<file path="src/rtl/bdf_pkg.sv">
// Shared types and constants for the direct form I biquad filter core.
// Used by bdf_history, bdf_datapath and biquad_df1_filter_core; no dependencies.
package bdf_pkg;

    localparam int SAMPLE_BITS         = 24;
    localparam int COEF_BITS           = 32;
    localparam int COEF_FRAC_BITS_DEF  = 28;
    localparam int CHANNELS_DEF        = 2;
    localparam int CFG_IDX_BITS        = 3;
    localparam int CFG_DATA_BITS       = COEF_BITS;

    // Configuration register indexes.
    localparam logic [CFG_IDX_BITS-1:0] REG_COEF_B0 = 3'd0;
    localparam logic [CFG_IDX_BITS-1:0] REG_COEF_B1 = 3'd1;
    localparam logic [CFG_IDX_BITS-1:0] REG_COEF_B2 = 3'd2;
    localparam logic [CFG_IDX_BITS-1:0] REG_COEF_A1 = 3'd3;
    localparam logic [CFG_IDX_BITS-1:0] REG_COEF_A2 = 3'd4;

    localparam logic signed [SAMPLE_BITS-1:0] SAMPLE_MAX = {1'b0, {(SAMPLE_BITS-1){1'b1}}};
    localparam logic signed [SAMPLE_BITS-1:0] SAMPLE_MIN = {1'b1, {(SAMPLE_BITS-1){1'b0}}};

    typedef logic signed [SAMPLE_BITS-1:0] t_sample;
    typedef logic signed [COEF_BITS-1:0]   t_coef;

    typedef struct packed {
        t_sample sample_in;
        logic    channel;
    } t_in_beat;

    typedef struct packed {
        t_sample sample_out;
        logic    saturated;
    } t_out_beat;

    typedef struct packed {
        t_coef b0;
        t_coef b1;
        t_coef b2;
        t_coef a1;
        t_coef a2;
    } t_coefs;

    // One channel's delay line: two past inputs and two past outputs.
    typedef struct packed {
        t_sample x1;
        t_sample x2;
        t_sample y1;
        t_sample y2;
    } t_hist;

endpackage

</file>
<file path="src/rtl/bdf_history.sv">
// Per-channel delay-line registers for the biquad filter core.
// Depends on bdf_pkg for the sample and history types.
module bdf_history #(
    parameter int CHANNELS = bdf_pkg::CHANNELS_DEF,
    parameter int CH_W     = (CHANNELS > 1) ? $clog2(CHANNELS) : 1
) (
    input  logic                 i_clk,
    input  logic                 i_rst_n,
    input  logic [CH_W-1:0]      i_ch,
    output bdf_pkg::t_hist       o_hist,
    input  logic                 i_we,
    input  bdf_pkg::t_sample     i_x,
    input  bdf_pkg::t_sample     i_y
);

    bdf_pkg::t_sample r_x1 [CHANNELS];
    bdf_pkg::t_sample r_x2 [CHANNELS];
    bdf_pkg::t_sample r_y1 [CHANNELS];
    bdf_pkg::t_sample r_y2 [CHANNELS];

    assign o_hist.x1 = r_x1[i_ch];
    assign o_hist.x2 = r_x2[i_ch];
    assign o_hist.y1 = r_y1[i_ch];
    assign o_hist.y2 = r_y2[i_ch];

    always_ff @(posedge i_clk) begin
        if (!i_rst_n) begin
            for (int i = 0; i < CHANNELS; i++) begin
                r_x1[i] <= '0;
                r_x2[i] <= '0;
                r_y1[i] <= '0;
                r_y2[i] <= '0;
            end
        end else if (i_we) begin
            r_x2[i_ch] <= r_x1[i_ch];
            r_x1[i_ch] <= i_x;
            r_y2[i_ch] <= r_y1[i_ch];
            r_y1[i_ch] <= i_y;
        end
    end

endmodule

</file>
<file path="config.mk">
export PLATFORM = sky130hd
export DESIGN_NAME = bdf_history
export DESIGN_NICKNAME = d
export VERILOG_FILES = /design/src/rtl/bdf_pkg.sv /design/src/rtl/bdf_history.sv
export SDC_FILE = /design/constraint.sdc
export NUM_CORES = 1
export LEC_CHECK = 0
export ABC_AREA = 1
export BUFFER_PORTS_ARGS = -buffer_cell sky130_fd_sc_hd__buf_4
export CAP_MARGIN = 30
export CORE_MARGIN = 2
export CORE_UTILIZATION = 33
export DETAILED_ROUTE_END_ITERATION = 8
export PLACE_DENSITY = 0.62
export SLEW_MARGIN = 25
export SYNTH_ARGS = -nofsm -noshare
export SYNTH_HDL_FRONTEND = slang
export SYNTH_SLANG_ARGS = --single-unit
</file>
<file path="constraint.sdc">
create_clock -name i_clk -period 3.9 [get_ports i_clk]
set_input_delay 0.39 -clock i_clk [delete_from_list [all_inputs] [get_ports i_clk]]
set_output_delay 0.39 -clock i_clk [all_outputs]
set_load 0.03 [all_outputs]
</file>
==> metrics.yaml <==
run_status:
  outcome: "finished clean"
cts:
  cts.repair.resized: 0
  cts_tree: "done"
  clkSlewWorstSetupHoldPaths_ns: 0.07
  cts_hold_buf: 0
  htreeDepth: 4
  clock_latency_ns: 0.43
  numCtsBuffers: 17
  cts.path.max_buffers: 2
  clock_sinks: 192
  cts_setup_buffers: 0
  clockRootBuffer: "clkbuf_16"
setup_path:
  crit_start: "i_rst_n"
  arrival_ns: 2.29
  r2r_end: "r_x2[1][22]"
  cp-endpoint: "r_x1[1][4]"
  path_class: "input port to register"
  crit_path_max_fanout: 58
  cp.required_ns: 3.95
  cp_common_cell: "buf_4"
  critPathLaunchType: "input port"
  timing.rr.start: "r_x1[1][22]"
  max_stage_delay_ns: 0.77
  slowest_stage: "nand2_4"
  worst_setup_path_end_kind: "register"
  path_cells: "buf_4 -> nand3_4 -> nand2_4 -> buf_4"
  rrSetupSlack_ns: 3.11
  reg2reg_depth: 2
sta:
  layout_min_cycle_time_ns: 2.23
  hold_viol_final: 0
  setup_viol: 0
  fin_crit_sh: 0.573
  timing.fmax_mhz: 448
  rsz0062_at_grt: "false"
  drv_slew: 0
  setup_tns_ns: 0
  slew_headroom: 0.372
  finalClockSkew_ns: 0.0121
  max_slew.worst_pin.slew_ns: 0.943
layout:
  regArea_mm2: 0.00577
  layout_common_cells: "193 x nand2_1, 192 x edfxtp_1, 154 x buf_4, 153 x nor2_1, 143 x inv_1"
  nets: 999
  num_antenna_cells: 0
  area_delta_synth_final_pct: 23.1
  final.fill_count: 2425
  multi_input_area_mm2: 0.00184
  finish.utilization: 0.411
  drive_above_1_share: 0.234
  final_common_cell: "nand2_1"
route:
  wl_mm: 17.5
  drc: 0
  drt-initial-drc-count: 228
  firstDrtPassIters: 4
  vias: 5488
  viasPerCell: 4.25
  post_drt_wl_per_cell_um: 13.6
  ant_nets: 0
logic_synthesis:
  syn_avg_cell_area_um2: 10.3
  synth_nets: 866
  ys_warn_count: 0
  ys_seq_area_frac: 0.690
  netlist_area_mm2: 0.00836
  synthCells: 814
  synth.distinct_cells: 12
  yosys_register_bits: 192
power_and_ir_drop:
  p_leak_uw: 0.00471
  ir_worst_vdd_uv: 239
  powerDensity_mw_per_mm2: 463
floorplan:
  core_mm2: 0.0250
  initial_core_util: 0.334
  num_rows: 58
  fp.dieH_um: 163
  dieArea_mm2: 0.0266
  fp.dieW_um: 163
  ioPinCount: 148
placed_design:
  dp_hpwl_mm: 10.4
  portBuffers: 147
  gp_congestion: 0.730
global_route:
  grt_max_degree: 71
  grt_pass1_vias: 5451
  overflow: 0
  gr-usage-all-layers: 0.134
  antenna_found_initial: 0
  grt_pass1_wl_mm: 27.1
worst_hold_path:
  hold_path.class: "input port to register"
job:
  maxCapViolCount: 0
sequential cells by signal, indices dropped and copies added (netlist names):
name,count
r_x1,48
r_y2,48
r_x2,48
r_y1,48
where the power goes:
part / switching, uW / leakage [uW] / internal [uW]
combinational: 432 / 0.00246 / 199
sequential: 40.0 / 0.00198 / 2420
clock: 743 / 0.000267 / 931
worst min-delay path by stage:
stage,startpoint,end,cells past startpoint
floorplan,r_x1[0][0],r_x2[0][0],2
global placement,r_y1[0][11],r_y2[0][11],2
detailed placement,r_x1[0][8],r_x2[0][8],2
CTS,i_y[6],r_y1[1][6],3
global route,i_y[4],r_y1[1][4],3
finish,i_y[4],r_y1[1][4],3
synthesized netlist by cell type:
cell type	number	share of area
buf_2	16	0.0096
buf_4	2	0.0018
buf_6	8	0.011
clkbuf_1	15	0.0067
edfxtp_1	192	0.69
inv_1	143	0.064
inv_2	1	0.00045
nand2_1	195	0.088
nand3_2	2	0.0024
nor2_1	153	0.069
nor2_2	39	0.029
o21ai_0	48	0.029
metal layers:
metal / track usage / vias to the layer above / part of all wire
met5: 0 / - / 0
met4: 0.0555 / 0 / 0.019
met3: 0.0249 / 18 / 0.037
met2: 0.237 / 109 / 0.51
met1: 0.161 / 2575 / 0.43
li1: - / 2786 / -
layout make-up:
type	count	area share
multi-input combinational	437	0.179
clock inverter	14	0.0119
timing repair buffer	155	0.114
tap	330	0.0401
sequential	192	0.560
inverter	144	0.0525
clock buffer	18	0.0417
worst max-delay path: cells and delay by family:
| kind | cells | cell delay (ns) |
|---|---|---|
| buf+inv | 2 | 0.75 |
| simple gates | 2 | 1.12 |
through the flow:
step                total power, uW  hold slack (ns)  instances  worst slack [ns]  instance area, um^2
CTS                            4810            0.247       1290              1.60                10300
global route                   4950            0.264       1290              1.49                10300
detailed placement             3150            0.540       1258              1.13                 9740
finish                         4760            0.265       1290              1.67                10300
global placement               3140            0.532       1258              1.16                 9740
floorplan                      2900            0.528        814             0.398                 8360
kinds of logic after synthesis:
| logic type | Yosys count | synth area share |
|---|---|---|
| simple gates | 389 | 0.188 |
| flops | 192 | 0.690 |
| buf+inv | 185 | 0.0936 |
| compound gates | 48 | 0.0287 |
Power figures use the tool's default switching activity.
